[config.mk]
export PLATFORM = sky130hd
export DESIGN_NAME = multicart_mmc3_bank_mapper
export DESIGN_NICKNAME = d
export VERILOG_FILES = /design/src/design/mcmmc3_pkg.sv /design/src/design/mcmmc3_regs.sv /design/src/design/mcmmc3_map.sv /design/src/design/multicart_mmc3_bank_mapper.sv
export SDC_FILE = /design/constraint.sdc
export NUM_CORES = 1
export LEC_CHECK = 0
export BUFFER_PORTS_ARGS = -buffer_cell sky130_fd_sc_hd__clkbuf_2
export CAP_MARGIN = 30
export CORE_ASPECT_RATIO = 1.1
export CORE_MARGIN = 3
export CORE_UTILIZATION = 55
export CTS_BUF_LIST = sky130_fd_sc_hd__clkbuf_16
export DETAILED_ROUTE_END_ITERATION = 12
export GPL_TIMING_DRIVEN = 0
export PLACE_DENSITY_LB_ADDON = 0.1
export SLEW_MARGIN = 40
export SYNTH_ARGS = -nofsm -noshare
export SYNTH_HDL_FRONTEND = slang
export SYNTH_HIERARCHICAL = 1
export SYNTH_SLANG_ARGS = --single-unit
[constraint.sdc]
create_clock -name aclk -period 3.3 [get_ports aclk]
set_clock_uncertainty 0.05 [all_clocks]
set_input_delay 0.165 -clock aclk [delete_from_list [all_inputs] [get_ports aclk]]
set_output_delay 0.165 -clock aclk [all_outputs]
set_load 0.02 [all_outputs]
[src/design/mcmmc3_pkg.sv]
// types, codes and reset tables shared by the multicart mmc3 bank mapper
package mcmmc3_pkg;

    typedef enum logic [1:0] {
        ACT_WRITE = 2'd0,
        ACT_TICK  = 2'd1,
        ACT_PRG   = 2'd2,
        ACT_CHR   = 2'd3
    } action_t;

    localparam logic [1:0] KIND_ROM  = 2'd0;
    localparam logic [1:0] KIND_RAM  = 2'd1;
    localparam logic [1:0] KIND_NONE = 2'd2;

    localparam logic [1:0] CFG_DIP      = 2'd0;
    localparam logic [1:0] CFG_SUBTYPE  = 2'd1;
    localparam logic [1:0] CFG_CHR_RAM  = 2'd2;
    localparam logic [1:0] CFG_CHR_ROM  = 2'd3;
    localparam int unsigned CFG_DATA_W  = 3;

    localparam logic [1:0] SUBTYPE_BOOT20 = 2'd1;
    localparam logic [1:0] SUBTYPE_SWAP   = 2'd2;

    // mmc3 register decode on {a[14:13], a[0]}
    localparam logic [2:0] MMC3_BANK_SEL  = 3'b000;
    localparam logic [2:0] MMC3_BANK_DATA = 3'b001;
    localparam logic [2:0] MMC3_MIRROR    = 3'b010;
    localparam logic [2:0] MMC3_RAM_CTRL  = 3'b011;
    localparam logic [2:0] MMC3_IRQ_LATCH = 3'b100;
    localparam logic [2:0] MMC3_IRQ_RELD  = 3'b101;
    localparam logic [2:0] MMC3_IRQ_OFF   = 3'b110;
    localparam logic [2:0] MMC3_IRQ_ON    = 3'b111;

    localparam logic [7:0] SEL_SWAP_A = 8'h46;
    localparam logic [7:0] SEL_SWAP_B = 8'h47;
    localparam logic [7:0] OUTER1_BOOT = 8'h20;
    localparam logic [7:0] RAM_CTRL_RESET = 8'h80;

    localparam logic [11:0][7:0] BANK_RESET = {
        8'hFF, 8'hFF, 8'hFF, 8'hFE, 8'h01, 8'h00,
        8'h07, 8'h06, 8'h05, 8'h04, 8'h02, 8'h00
    };

    // chr bank register for each 1 KiB slot in extended mmc3 mode
    localparam logic [7:0][3:0] CHR_PICK = {
        4'd5, 4'd4, 4'd3, 4'd2, 4'd11, 4'd1, 4'd10, 4'd0
    };

    typedef struct packed {
        logic [7:0]  data;
        logic [15:0] address;
        action_t     action;
    } item_t;

    typedef struct packed {
        logic [3:0][7:0]  outer;
        logic [11:0][7:0] bank;
        logic [7:0]       bank_select;
        logic [7:0]       mirror;
        logic [7:0]       ram_control;
        logic [1:0]       cnrom;
        logic [2:0]       dip;
        logic [1:0]       subtype;
        logic             chr_ram;
        logic             chr_rom;
    } map_state_t;

    typedef struct packed {
        logic [1:0] mirroring;
        logic       irq_line;
        logic       wram_write;
    } post_t;

    typedef struct packed {
        logic [12:0] mapped_bank;
        logic [1:0]  memory_kind;
    } lookup_t;

endpackage

[src/design/mcmmc3_regs.sv]
// mapper register file: cpu write decode, irq counter and configuration
module mcmmc3_regs (
    input  logic                                aclk,
    input  logic                                aresetn,
    input  logic                                fire,
    input  mcmmc3_pkg::item_t                   item,
    input  logic                                cfg_we,
    input  logic [1:0]                          cfg_addr,
    input  logic [mcmmc3_pkg::CFG_DATA_W-1:0]   cfg_wdata,
    output mcmmc3_pkg::map_state_t              st,
    output mcmmc3_pkg::post_t                   post
);

    mcmmc3_pkg::map_state_t st_reg, st_next;
    logic [7:0] irq_cnt_reg, irq_cnt_next;
    logic [7:0] irq_reload_reg, irq_reload_next;
    logic       irq_en_reg, irq_en_next;
    logic       irq_flag_reg, irq_flag_next;
    logic       irq_pend_reg, irq_pend_next;

    logic       wram_wr;
    logic       wram_ext;
    logic [7:0] abits;
    logic [7:0] sel_v;
    logic [3:0] bidx;
    logic [3:0] hi;

    assign wram_ext = st_reg.ram_control[5];
    assign abits    = item.address[11:4];
    assign hi       = item.address[15:12];

    always_comb begin
        st_next         = st_reg;
        irq_cnt_next    = irq_cnt_reg;
        irq_reload_next = irq_reload_reg;
        irq_en_next     = irq_en_reg;
        irq_flag_next   = irq_flag_reg;
        irq_pend_next   = irq_pend_reg;
        wram_wr         = 1'b0;
        sel_v           = item.data;
        bidx            = st_reg.bank_select[3:0] & (st_reg.outer[3][1] ? 4'hF : 4'h7);

        if (fire) begin
            case (item.action)
                mcmmc3_pkg::ACT_WRITE: begin
                    if (hi == 4'h5) begin
                        if ((!wram_ext || st_reg.ram_control[6]) && abits[st_reg.dip]) begin
                            st_next.outer[item.address[1:0]] = item.data;
                            if (item.address[1:0] == 2'd2) begin
                                st_next.cnrom = 2'd0;
                            end
                        end else if (wram_ext) begin
                            wram_wr = 1'b1;
                        end
                    end else if (item.address[15]) begin
                        // with outer[0][6] set, the cnrom latch snoops each write outside $a000-$bfff
                        if (hi != 4'hA && hi != 4'hB && st_reg.outer[0][6]) begin
                            st_next.cnrom = (st_reg.outer[0][2:0] == 3'd3) ? 2'd0
                                                                          : item.data[1:0];
                        end
                        case ({item.address[14:13], item.address[0]})
                            mcmmc3_pkg::MMC3_BANK_SEL: begin
                                if (st_reg.subtype == mcmmc3_pkg::SUBTYPE_SWAP) begin
                                    if (item.data == mcmmc3_pkg::SEL_SWAP_A) begin
                                        sel_v = mcmmc3_pkg::SEL_SWAP_B;
                                    end else if (item.data == mcmmc3_pkg::SEL_SWAP_B) begin
                                        sel_v = mcmmc3_pkg::SEL_SWAP_A;
                                    end
                                end
                                st_next.bank_select = sel_v;
                            end
                            mcmmc3_pkg::MMC3_BANK_DATA: begin
                                if (bidx < 4'd12) begin
                                    st_next.bank[bidx] = item.data;
                                end
                            end
                            mcmmc3_pkg::MMC3_MIRROR: st_next.mirror = item.data;
                            mcmmc3_pkg::MMC3_RAM_CTRL: begin
                                st_next.ram_control = item.data[5] ? item.data
                                                                   : (item.data & 8'hC0);
                            end
                            mcmmc3_pkg::MMC3_IRQ_LATCH: irq_reload_next = item.data;
                            mcmmc3_pkg::MMC3_IRQ_RELD:  irq_flag_next   = 1'b1;
                            mcmmc3_pkg::MMC3_IRQ_OFF: begin
                                irq_en_next   = 1'b0;
                                irq_pend_next = 1'b0;
                            end
                            default: irq_en_next = 1'b1;
                        endcase
                    end
                end
                mcmmc3_pkg::ACT_TICK: begin
                    if (irq_cnt_reg == 8'd0 || irq_flag_reg) begin
                        irq_cnt_next = irq_reload_reg;
                    end else begin
                        irq_cnt_next = irq_cnt_reg - 8'd1;
                    end
                    if (irq_cnt_next == 8'd0 && irq_en_reg) begin
                        irq_pend_next = 1'b1;
                    end
                    irq_flag_next = 1'b0;
                end
                default: ;
            endcase
        end

        if (cfg_we) begin
            case (cfg_addr)
                mcmmc3_pkg::CFG_DIP: st_next.dip = cfg_wdata[2:0];
                mcmmc3_pkg::CFG_SUBTYPE: begin
                    st_next.subtype = cfg_wdata[1:0];
                    if (cfg_wdata[1:0] == mcmmc3_pkg::SUBTYPE_BOOT20) begin
                        st_next.outer[1] = mcmmc3_pkg::OUTER1_BOOT;
                    end
                end
                mcmmc3_pkg::CFG_CHR_RAM: st_next.chr_ram = cfg_wdata[0];
                default: st_next.chr_rom = cfg_wdata[0];
            endcase
        end
    end

    always_ff @(posedge aclk) begin
        if (!aresetn) begin
            st_reg.outer       <= '0;
            st_reg.bank        <= mcmmc3_pkg::BANK_RESET;
            st_reg.bank_select <= 8'd0;
            st_reg.mirror      <= 8'd0;
            st_reg.ram_control <= mcmmc3_pkg::RAM_CTRL_RESET;
            st_reg.cnrom       <= 2'd0;
            st_reg.dip         <= 3'd0;
            st_reg.subtype     <= 2'd0;
            st_reg.chr_ram     <= 1'b0;
            st_reg.chr_rom     <= 1'b1;
            irq_cnt_reg        <= 8'd0;
            irq_reload_reg     <= 8'd0;
            irq_en_reg         <= 1'b0;
            irq_flag_reg       <= 1'b0;
            irq_pend_reg       <= 1'b0;
        end else begin
            st_reg         <= st_next;
            irq_cnt_reg    <= irq_cnt_next;
            irq_reload_reg <= irq_reload_next;
            irq_en_reg     <= irq_en_next;
            irq_flag_reg   <= irq_flag_next;
            irq_pend_reg   <= irq_pend_next;
        end
    end

    assign st = st_reg;

    // result status reflects the state after this item
    assign post.mirroring  = {st_next.mirror[1] & st_next.ram_control[5], st_next.mirror[0]};
    assign post.irq_line   = irq_pend_next;
    assign post.wram_write = wram_wr;

endmodule

[src/design/mcmmc3_map.sv]
// prg and chr bank lookup from the current mapper state
module mcmmc3_map (
    input  mcmmc3_pkg::item_t      item,
    input  mcmmc3_pkg::map_state_t st,
    output mcmmc3_pkg::lookup_t    res
);

    logic [15:0] a;
    logic [7:0]  r0;
    logic        wram_ext;
    logic        mmc3_ext;
    logic [2:0]  mode;
    logic [1:0]  pslot;
    logic [1:0]  pslot_adj;
    logic [11:0] base;
    logic [12:0] pb;
    logic [12:0] pmask;
    logic [7:0]  pfix;
    logic [2:0]  cslot;
    logic [2:0]  l;
    logic [3:0]  ridx;
    logic [7:0]  bank_rd;
    logic [7:0]  cm;
    logic [1:0]  cn_m;
    logic [7:0]  cv8;
    logic [10:0] cv;
    logic        cram;

    assign a        = item.address;
    assign r0       = st.outer[0];
    assign wram_ext = st.ram_control[5];
    assign mmc3_ext = st.outer[3][1];
    assign mode     = r0[2:0];
    assign pslot    = a[14:13];
    assign cslot    = a[12:10];
    assign l        = cslot ^ {st.bank_select[7], 2'b00};
    assign base     = {st.outer[2][5], st.outer[2][7:6], r0[7], r0[3], st.outer[1][6:0]};
    assign pb       = {base, 1'b0};
    assign pmask    = 13'h3F >> mode[1:0];
    assign cm       = r0[4] ? 8'h7F : 8'hFF;

    always_comb begin
        pslot_adj = pslot;
        if (st.bank_select[6] && !pslot[0]) begin
            pslot_adj = pslot ^ 2'd2;
        end
    end

    // one read port into the bank registers, steered by the lookup kind
    always_comb begin
        if (item.action == mcmmc3_pkg::ACT_PRG) begin
            ridx = 4'd6 + {2'b00, pslot_adj};
        end else if (mmc3_ext) begin
            ridx = mcmmc3_pkg::CHR_PICK[l];
        end else if (!l[2]) begin
            ridx = {3'b000, l[1]};
        end else begin
            ridx = {1'b0, l} - 4'd2;
        end
    end

    assign bank_rd = (ridx < 4'd12) ? st.bank[ridx] : 8'd0;

    always_comb begin
        case (pslot_adj)
            2'd0:    pfix = bank_rd;
            2'd1:    pfix = bank_rd;
            2'd2:    pfix = 8'hFE;
            default: pfix = 8'hFF;
        endcase
    end

    always_comb begin
        cn_m = 2'd0;
        cv8  = 8'd0;
        if ((st.outer[3] & 8'h46) != 8'd0) begin
            cn_m = r0[4] ? 2'd1 : 2'd3;
        end
        if (r0[6]) begin
            cv8 = st.outer[2] | {6'd0, st.cnrom & cn_m};
            cv  = {cv8, cslot};
        end else if (mmc3_ext) begin
            cv = {3'd0, bank_rd} | {st.outer[2], 3'd0};
        end else if (!l[2]) begin
            cv8 = (bank_rd & cm);
            cv8 = l[0] ? (cv8 | 8'h01) : (cv8 & 8'hFE);
            cv  = {3'd0, cv8} | {st.outer[2], 3'd0};
        end else begin
            cv = {3'd0, bank_rd & cm} | {st.outer[2], 3'd0};
        end
        cram = !st.chr_rom || (st.chr_ram && r0[5]);
        if (wram_ext) begin
            cram = (st.ram_control[2] && cv < 11'd8) || !st.chr_rom;
        end
    end

    always_comb begin
        res.mapped_bank = 13'd0;
        res.memory_kind = mcmmc3_pkg::KIND_NONE;
        case (item.action)
            mcmmc3_pkg::ACT_PRG: begin
                if (a[15]) begin
                    res.memory_kind = mcmmc3_pkg::KIND_ROM;
                    if (mode[2]) begin
                        res.mapped_bank = {base[11:1], pslot};
                    end else if (mode == 3'd3) begin
                        res.mapped_bank = {base, pslot[0]};
                    end else if (mmc3_ext) begin
                        res.mapped_bank = {5'd0, bank_rd} | pb;
                    end else begin
                        res.mapped_bank = ({5'd0, pfix} & pmask) | (pb & ~pmask);
                    end
                end else if (a[14] && !a[13]) begin
                    // $4000-$5fff only backed by extended wram
                    if (wram_ext) begin
                        res.memory_kind = mcmmc3_pkg::KIND_RAM;
                        res.mapped_bank = {11'd0, st.ram_control[1:0]} + 13'd1;
                    end
                end else if (a[14]) begin
                    if (st.ram_control[7] || wram_ext) begin
                        res.memory_kind = mcmmc3_pkg::KIND_RAM;
                        res.mapped_bank = wram_ext ? {11'd0, st.ram_control[1:0]} : 13'd0;
                    end
                end
            end
            mcmmc3_pkg::ACT_CHR: begin
                if (a[15:13] == 3'd0) begin
                    res.memory_kind = cram ? mcmmc3_pkg::KIND_RAM : mcmmc3_pkg::KIND_ROM;
                    res.mapped_bank = {2'd0, cv};
                end
            end
            default: ;
        endcase
    end

endmodule

[src/design/multicart_mmc3_bank_mapper.sv]
// top level of the multicart mmc3 bank mapper: handshake, pipeline registers
// usage:
//   s_ channel carries one item: a cpu write, a scanline tick, a prg lookup
//   or a chr lookup (kind in s_tuser). every item returns exactly one result
//   on the m_ channel: bank number and status in m_tdata, memory kind in
//   m_tuser. writes and ticks return kind unmapped with bank 0, plus the
//   mirroring and irq line as they stand after the item.
//   cfg_we/cfg_addr/cfg_wdata set dip switch, board subtype and the chr
//   memory straps; write them only while no item is in flight.
// timing:
//   an item is registered in the input register on accept, decoded and applied
//   from there, and its result is loaded into the output register when the
//   output stage can advance, which raises m_tvalid. one item per cycle is
//   sustained while m_tready stays high; the bound is the single decode stage.
// reset and stall:
//   aresetn (synchronous, low) restores the power-on mapper state and empties
//   both stages. while m_tready is low the result holds, one more item can
//   wait in the input register, and then s_tready drops.
module multicart_mmc3_bank_mapper (
    input  logic                                aclk,
    input  logic                                aresetn,
    input  logic                                s_tvalid,
    output logic                                s_tready,
    input  logic [23:0]                         s_tdata,  // address[15:0], data[23:16]
    input  logic [1:0]                          s_tuser,  // action[1:0]
    output logic                                m_tvalid,
    input  logic                                m_tready,
    // mapped_bank[12:0], mirroring[14:13], irq_line[15], wram_write[16], zero[23:17]
    output logic [23:0]                         m_tdata,
    output logic [1:0]                          m_tuser,  // memory_kind[1:0]
    input  logic                                cfg_we,
    input  logic [1:0]                          cfg_addr,
    input  logic [mcmmc3_pkg::CFG_DATA_W-1:0]   cfg_wdata
);

    mcmmc3_pkg::item_t      in_item_reg;
    logic                   in_valid_reg, in_valid_next;
    logic                   out_valid_reg, out_valid_next;
    logic [23:0]            out_data_reg;
    logic [1:0]             out_kind_reg;
    logic                   advance;
    logic                   fire;
    logic                   take;
    mcmmc3_pkg::map_state_t st;
    mcmmc3_pkg::post_t      post;
    mcmmc3_pkg::lookup_t    look;

    assign advance  = !out_valid_reg || m_tready;
    assign fire     = in_valid_reg && advance;
    assign s_tready = advance || !in_valid_reg;
    assign take     = s_tvalid && s_tready;

    always_comb begin
        in_valid_next = in_valid_reg;
        if (take) begin
            in_valid_next = 1'b1;
        end else if (advance) begin
            in_valid_next = 1'b0;
        end
        out_valid_next = out_valid_reg;
        if (advance) begin
            out_valid_next = in_valid_reg;
        end
    end

    always_ff @(posedge aclk) begin
        if (!aresetn) begin
            in_valid_reg  <= 1'b0;
            out_valid_reg <= 1'b0;
        end else begin
            in_valid_reg  <= in_valid_next;
            out_valid_reg <= out_valid_next;
        end
    end

    always_ff @(posedge aclk) begin
        if (take) begin
            in_item_reg.action  <= mcmmc3_pkg::action_t'(s_tuser);
            in_item_reg.address <= s_tdata[15:0];
            in_item_reg.data    <= s_tdata[23:16];
        end
        if (fire) begin
            out_data_reg <= {7'd0, post.wram_write, post.irq_line, post.mirroring,
                             look.mapped_bank};
            out_kind_reg <= look.memory_kind;
        end
    end

    mcmmc3_regs u_regs (
        .aclk      (aclk),
        .aresetn   (aresetn),
        .fire      (fire),
        .item      (in_item_reg),
        .cfg_we    (cfg_we),
        .cfg_addr  (cfg_addr),
        .cfg_wdata (cfg_wdata),
        .st        (st),
        .post      (post)
    );

    mcmmc3_map u_map (
        .item (in_item_reg),
        .st   (st),
        .res  (look)
    );

    assign m_tvalid = out_valid_reg;
    assign m_tdata  = out_data_reg;
    assign m_tuser  = out_kind_reg;

endmodule

== Yosys cells after proc, flatten, opt, wreduce, memory -nomap -nowiden ==
Memories as Yosys holds them, arrays and structs flattened.
Index checks and enable logic that the tools add are counted.

* Memory bits (writable): 0
* Memory bits (read-only): 32
* Logic and storage cells: 233
* Register bits after elaboration: 227
* Output and inout port bits: 28
* Input bits: 36
* Bits in latches: 0
* Memories: 1

{| class="wikitable"
|+ Memory list
! memory !! words !! width !! rd ports !! clocked after memory_dff !! wr ports !! RTL line !! RTL
|-
| (name not given) || 8 || 4 || 1 || 0 || 0 || mcmmc3_map.sv:54 || <nowiki>ridx = mcmmc3_pkg::CHR_PICK[l];</nowiki>
|}

* Shifts and indexed selects: 1
* Bitwise logic cells: 19
* $lt $le $gt $ge: 10
* Divide/modulo/power cells: 0
* $mul: 0
* Mux-type cells: 78
* Add/subtract/negate cells: 4
* Reduce and logical (&&, ||, !) cells: 54
* Equality and inequality tests: 27

{| class="wikitable"
|+ Operators with widths
! cell !! count
|-
| $mux W138 || 2
|-
| $mux W96 || 2
|-
| $mux W8 || 17
|-
| $mux W122 || 1
|-
| $mux W120 || 1
|-
| $bwmux W96 || 1
|-
| $mux W15 || 5
|-
| $mux W13 || 4
|-
| $mux W11 || 3
|-
| $or A8 B11 Y11 || 3
|-
| $bmux W8 S4 || 1
|-
| $bwmux W32 || 1
|-
| $demux W8 S4 || 1
|-
| $mux W16 || 2
|-
| $pmux W15 S2 || 1
|-
| $reduce_and A5 Y1 || 6
|-
| $mux W4 || 5
|-
| $mux W2 || 9
|-
| $demux W8 S2 || 1
|-
| $eq A8 B7 Y1 const B || 2
|-
| $logic_not A8 Y1 || 2
|-
| $pmux W8 S2 || 1
|-
| $mux W1 || 15
|-
| $and A13 B13 Y13 || 1
|-
| 47 further kinds || 106
|}

== Depth between registers and ports, before layout ==
Gate-level depths: netlist of run 1.

* Depth in word-level cells: 20
* Depth in mapped cells: 11
* Mapped depth without buffers: 8

== Hierarchy ==
Netlist of run 1, hierarchy kept.

{| class="wikitable"
|+ By module, submodules not included
! module !! cells each !! instances !! area an instance (µm²) !! seq. area each (µm²)
|-
| mcmmc3_regs || 785 || 1 || 7460.9 || 3603.5
|-
| mcmmc3_map || 257 || 1 || 1679.1 || 0.0
|-
| multicart_mmc3_bank_mapper || 62 || 1 || 1511.4 || 1391.3
|}

== Worst setup path before layout of run 1 ==
OpenSTA, ideal clock, no wires.

* Path kind: flip-flop to flip-flop
* Start: register out_valid_reg, in the netlist m_tvalid
* End: register out_data_reg[13], in the netlist m_tdata[13] (data pin)
* Arrival: 3.015 ns
* Stages on the path, launching flop included: 10
* Library setup time: 0.251 ns
* Path slack: -0.016 ns
* Period minus slack after synthesis: 3.316 ns
* Path buffers: 2
* Data required time: 2.999 ns
* Path through: dfxtp_1 -> nor2b_4 -> nor2b_1 -> nor2b_1 -> buf_2 -> nand3b_1 -> or2_1 -> nor2_4 -> mux2_1 -> buf_4

{| class="wikitable"
|+ RTL lines
! what !! RTL line !! RTL
|-
| start, declared || multicart_mmc3_bank_mapper.sv:38 || <nowiki>logic out_valid_reg, out_valid_next;</nowiki>
|-
| start signal, assigned || multicart_mmc3_bank_mapper.sv:72 || <nowiki>out_valid_reg <= out_valid_next;</nowiki>
|-
| end signal, assigned || multicart_mmc3_bank_mapper.sv:83 || <nowiki>out_data_reg <= {7'd0, post.wram_write, post.irq_line, post.mirroring,</nowiki>
|-
| end, declared || multicart_mmc3_bank_mapper.sv:39 || <nowiki>logic [23:0] out_data_reg;</nowiki>
|}

==> results_dict.tcl, run 1 <==
set metrics [dict create \
    finalCriticalPeriod_ns 3.29 \
    yosys_warnings 6 \
    start_kind "flip-flop" \
    die-area_um2 19900 \
    cp_num_buf_inv 2 \
    cts_root_buf "clkbuf_16" \
    syn-cell-area_um2 10000 \
    cts_tree "done" \
    post-route-period-util 0.998 \
    synthCells 1052 \
    cts_sinks 209 \
    grt_max_degree 21 \
    slew_headroom 0.399 \
    status "complete, no violations" \
    place_area_um2 10700 \
    rows 51 \
    die_h_um 148 \
    drv_cap 0 \
    critPathArrivalTime_ns 3.48 \
    die_w_um 135 \
    largest_reg_flops 145 \
    postRouteAntennaNets 0 \
    fin_area_um2 11900 \
    setup_violations 0 \
    path_class "flip-flop to flip-flop" \
    crit_chain "buf_4 > xor2_4 > mux2_2 > o21ai_2 > clkbuf_4 > o221ai_1 > o22ai_2 > nor3_1 > o31ai_1 > o31ai_2" \
    grt_use_total 0.317 \
    fp.coreArea_um2 17800 \
    grt_pass1_vias 8103 \
    hpwlAfterDp_um 21700 \
    path_delay_family "compound AO/OA/AOI/OAI gates" \
    vias 8654 \
    initial_core_util 0.562 \
    worst_pin_slew_ns 0.896 \
    insertion_delay_ns 0.51 \
    slew_viol_final 0 \
    ios 64 \
    clk_pin_slew_ns 0.06 \
    p_per_area_nw_per_um2 482 \
    max_clock_freq_mhz 304 \
    grt_pass1_wl_um 48200 \
    htree_levels 1 \
    drtPass1Iterations 5 \
    numCtsBuffers 23 \
    wl_per_cell_um 22.4 \
    gp_congestion 0.979 \
    total_leakage_power_uw 0.00469 \
    syn_area_per_cell_um2 9.52 \
    viasPerCell 6.03 \
    synthToLayoutAreaGrowth_pct 19.0 \
    port_buffers 54 \
    drtIter0Drc 783 \
    antenna_found_initial 0 \
    antenna_cells 0 \
    clk_path_buf_depth 3 \
    layout.nets 1220 \
    finalHoldViolCount 0 \
    slowest_delay_ns 0.42 \
    p_total_uw 5740 \
    ir_worst_vdd_mv 0.501 \
    drc 0 \
    utilization 0.669 \
    grt_overflow 0 \
    cp.required_ns 3.49 \
    crit_fanout 10 \
    drive_gt1_frac 0.154 \
    wirelength_um 32100 \
    cp-end-kind "flip-flop" \
    critPathSlowestCell "mux2_2" \
    hold_class "input port to flip-flop" \
]
per-stage QoR:
stage,setup TNS (ns),setup WS [ns],instances,hold WS (ns)
after floorplan,0,0.115,1058,0.214
after global placement,-62.88,-0.777,1350,0.293
after detailed placement,-2.57,-0.473,1352,0.294
after CTS,0,0.0142,1434,0.0101
after global routing,-0.0427,-0.0267,1434,0.0596
final,0,0.00673,1434,0.0428
where the power goes:
group          internal, µW  switching [µW]
sequential             2640            30.2
combinational           201             359
clock                  1490            1020
total                  4330            1410
cell type report:
cell class | count | area [µm²]
Multi-Input combinational cell | 754 | 5130
Inverter | 16 | 60.1
Timing Repair Buffer | 98 | 696
Sequential cell | 209 | 4610
Clock buffer | 23 | 576
Tap cell | 238 | 298
Clock inverter | 17 | 149
Buffer | 79 | 392
Fill cell | 1430 | 5880
placed cells by master, fill, tap and decap left out, types with 26 or more instances in the layout:
master         instances
nand2_1              188
dfxtp_1              166
mux2i_1              112
nor2b_1               71
clkbuf_2              60
edfxtp_1              43
clkbuf_1              39
a21boi_0              38
dlygate4sd3_1         32
nor2_1                28
a21oi_1               26
nand3_1               26
worst register-to-register path: stages (launching register included):
cell	delay [ns]
edfxtp_1	0.37
buf_4	0.18
xor2_4	0.31
mux2_2	0.43
o21ai_2	0.24
clkbuf_4	0.30
o221ai_1	0.19
o22ai_2	0.31
nor3_1	0.14
o31ai_1	0.39
o31ai_2	0.11
worst paths after layout:
kind / from / to / slack [ns] / depth (start not counted)
max: in_item_reg[14]$_DFFE_PP_ / m_tuser[0]$_DFFE_PP_ / 0.007 / 10
min: cfg_addr[0] / u_regs/st[1]$_SDFFE_PN0P_ / 0.04 / 4
max reg2reg: in_item_reg[14]$_DFFE_PP_ / m_tuser[0]$_DFFE_PP_ / 0.007 / 10
min reg2reg: u_regs/st[8]$_SDFFE_PN0P_ / u_regs/st[8]$_SDFFE_PN0P_ / 0.41 / 2
routing by layer:
layer	GRT usage	wire length, µm	up-vias
li1	-	-	3994
met1	0.392	12100	4136
met2	0.538	15300	407
met3	0.0497	2730	117
met4	0.154	1880	0
met5	0	0	-
repair_timing:
item                                   in CTS  in global routing
pin swaps                                   1                  0
setup endpoints to repair                   9                  5
endpoints found under the hold margin      33                  0
hold buffers                               32                  0
gates resized for setup                    14                 14
buffers inserted                           10                  0
(Power assumes the default switching activity.)
==> run 2, diff against run 1 <==
--- a/config.mk
+++ b/config.mk
@@ -5,6 +5,7 @@
 export SDC_FILE = /design/constraint.sdc
 export NUM_CORES = 1
 export LEC_CHECK = 0
+export ABC_AREA = 1
 export BUFFER_PORTS_ARGS = -buffer_cell sky130_fd_sc_hd__clkbuf_2
 export CAP_MARGIN = 30
 export CORE_ASPECT_RATIO = 1.1
@@ -14,7 +15,6 @@
 export DETAILED_ROUTE_END_ITERATION = 12
 export GPL_TIMING_DRIVEN = 0
 export PLACE_DENSITY_LB_ADDON = 0.1
-export SLEW_MARGIN = 40
 export SYNTH_ARGS = -nofsm -noshare
 export SYNTH_HDL_FRONTEND = slang
 export SYNTH_HIERARCHICAL = 1
==> results_dict.tcl, run 2 <==
set metrics [dict create \
    status "complete, no violations" \
    hpwlAfterDp_um 21100 \
    total_leakage_power_uw 0.00519 \
    rows 51 \
    p_switching_uw 1460 \
    numCtsBuffers 23 \
    wirelength_um 30700 \
    drive_gt1_frac 0.115 \
    viasPerCell 5.57 \
    layout.nets 1511 \
    rrSetupSlack_ns 0.44 \
    drtIter0Drc 874 \
    syn_area_per_cell_um2 7.42 \
    critPathArrivalTime_ns 3.06 \
    p_comb_frac 0.103 \
    htree_levels 1 \
    synthCells 1348 \
    fin_area_um2 11700 \
    cts_root_buf "clkbuf_16" \
    setup_tns_ns 0 \
    worst_pin_slew_ns 0.957 \
    finalHoldViolCount 0 \
    p_per_area_nw_per_um2 493 \
    ir_worst_vdd_mv 0.455 \
    layout_common_cells "nand2_1, inv_1, dfxtp_1" \
    reg2reg_from "in_item_reg[15]$_DFFE_PP_" \
    slew_headroom 0.361 \
    die-area_um2 19900 \
    postRouteAntennaNets 0 \
    rsz0062_at_grt "no" \
    endpoint "m_tdata[3]$_DFFE_PP_" \
    cp-end-kind "flip-flop" \
    clk_path_buf_depth 3 \
    vias 9610 \
    grt_use_total 0.305 \
    rr_worst_depth 17 \
    post-route-period-util 0.866 \
    crit_fanout 11 \
    grt_pass1_vias 8923 \
    critPathLaunch "in_item_reg[15]$_DFFE_PP_" \
    largest_reg_flops 145 \
    yosys_warnings 6 \
    final_cells 1726 \
    dpl.cell_count 1647 \
    nFillCells 1563 \
    utilization 0.659 \
    drv_cap 0 \
    port_buffers 54 \
    fp.coreArea_um2 17800 \
    wl_per_cell_um 17.8 \
    syn-cell-area_um2 10000 \
    start_kind "flip-flop" \
    cts_tree "done" \
    die_w_um 135 \
    insertion_delay_ns 0.51 \
    initial_core_util 0.562 \
    grt_max_degree 25 \
    whs_ns 0.135 \
    cts_sinks 209 \
    drtPass1Iterations 6 \
    hold_class "input port to flip-flop" \
    antenna_found_initial 2 \
    grt_overflow 0 \
    finalCriticalPeriod_ns 2.86 \
    worstReg2RegEnd "m_tdata[3]$_DFFE_PP_" \
    internal-power_uw 4330 \
    gp_congestion 0.943 \
    ios 64 \
    switching_share 0.252 \
    cp.required_ns 3.50 \
    layout.cells.most_common "nand2_1" \
    setup_violations 0 \
    cts_resized 0 \
    power_frac_seq 0.464 \
    grt_pass1_wl_um 47900 \
    clock_power_share 0.433 \
    slew_viol_final 0 \
    drc 0 \
    max_clock_freq_mhz 350 \
    place_area_um2 10600 \
    path_class "flip-flop to flip-flop" \
    die_h_um 147 \
    synthToLayoutAreaGrowth_pct 17.2 \
    clk_pin_slew_ns 0.06 \
]
run 2: area by class of cell:
class | instances | area [µm²] | area share
Buffer | 71 | 399 | 0.0340
Clock buffer | 23 | 576 | 0.0491
Timing Repair Buffer | 93 | 666 | 0.0568
Antenna cell | 1 | 2.50 | 0.000213
Clock inverter | 17 | 154 | 0.0131
Sequential cell | 209 | 4610 | 0.393
Multi-Input combinational cell | 877 | 4280 | 0.365
Tap cell | 238 | 298 | 0.0254
Inverter | 197 | 744 | 0.0635
run 2: worst min path at each step:
stage,startpoint,slack (ns),end,cells after the start
floorplan,s_tuser[0],0.21,in_item_reg[0]$_DFFE_PP_,0
global placement,s_tdata[20],0.29,in_item_reg[22]$_DFFE_PP_,1
CTS,m_tready,0.1,m_tdata[14]$_DFFE_PP_,3
global route,m_tready,0.13,m_tdata[16]$_DFFE_PP_,3
detailed placement,s_tdata[19],0.29,in_item_reg[21]$_DFFE_PP_,1
finish,m_tready,0.13,m_tdata[14]$_DFFE_PP_,3
run 2: metal layers:
layer | track usage | wire, µm
met5 | 0 | 17
met3 | 0.0514 | 2730
met2 | 0.490 | 13800
met4 | 0.104 | 1150
met1 | 0.419 | 12900
run 2: through the flow:
step / setup slack (ns) / total power [µW]
floorplan: 0.368 / 3070
global placement: -0.403 / 3270
detailed placement: 0.532 / 3270
CTS: 0.522 / 5780
global route: 0.308 / 5980
finish: 0.443 / 5780
run 2: what timing repair did:
action                                 in CTS  in global routing
setup buffers                               0                  0
hold buffers                               38                  0
setup endpoints to repair                   0                  0
endpoints found under the hold margin      33                  0
run 2: power groups by stage:
stage / logic (µW) / registers [µW] / clock network [µW]
after global placement: 530 / 2740 / 0
after detailed placement: 535 / 2740 / 0
after floorplan: 337 / 2740 / 0
final: 593 / 2680 / 2500
after CTS: 572 / 2680 / 2530
after global routing: 636 / 2690 / 2660
run 2: worst max-delay path, stage by stage (launching register included):
cell and delay (ns):
edfxtp_1 0.58, inv_2 0.21, nand2_1 0.07, nand2_1 0.07, nand2_2 0.06, inv_2 0.10, nand2_4 0.07, nand2_4 0.16
buf_4 0.23, nand3_1 0.13, nand3_1 0.13, nand3_1 0.18, nand2_1 0.15, nand3_1 0.08, nand2_1 0.06, nand2_1 0.05
o21ai_1 0.14, nand2_1 0.07
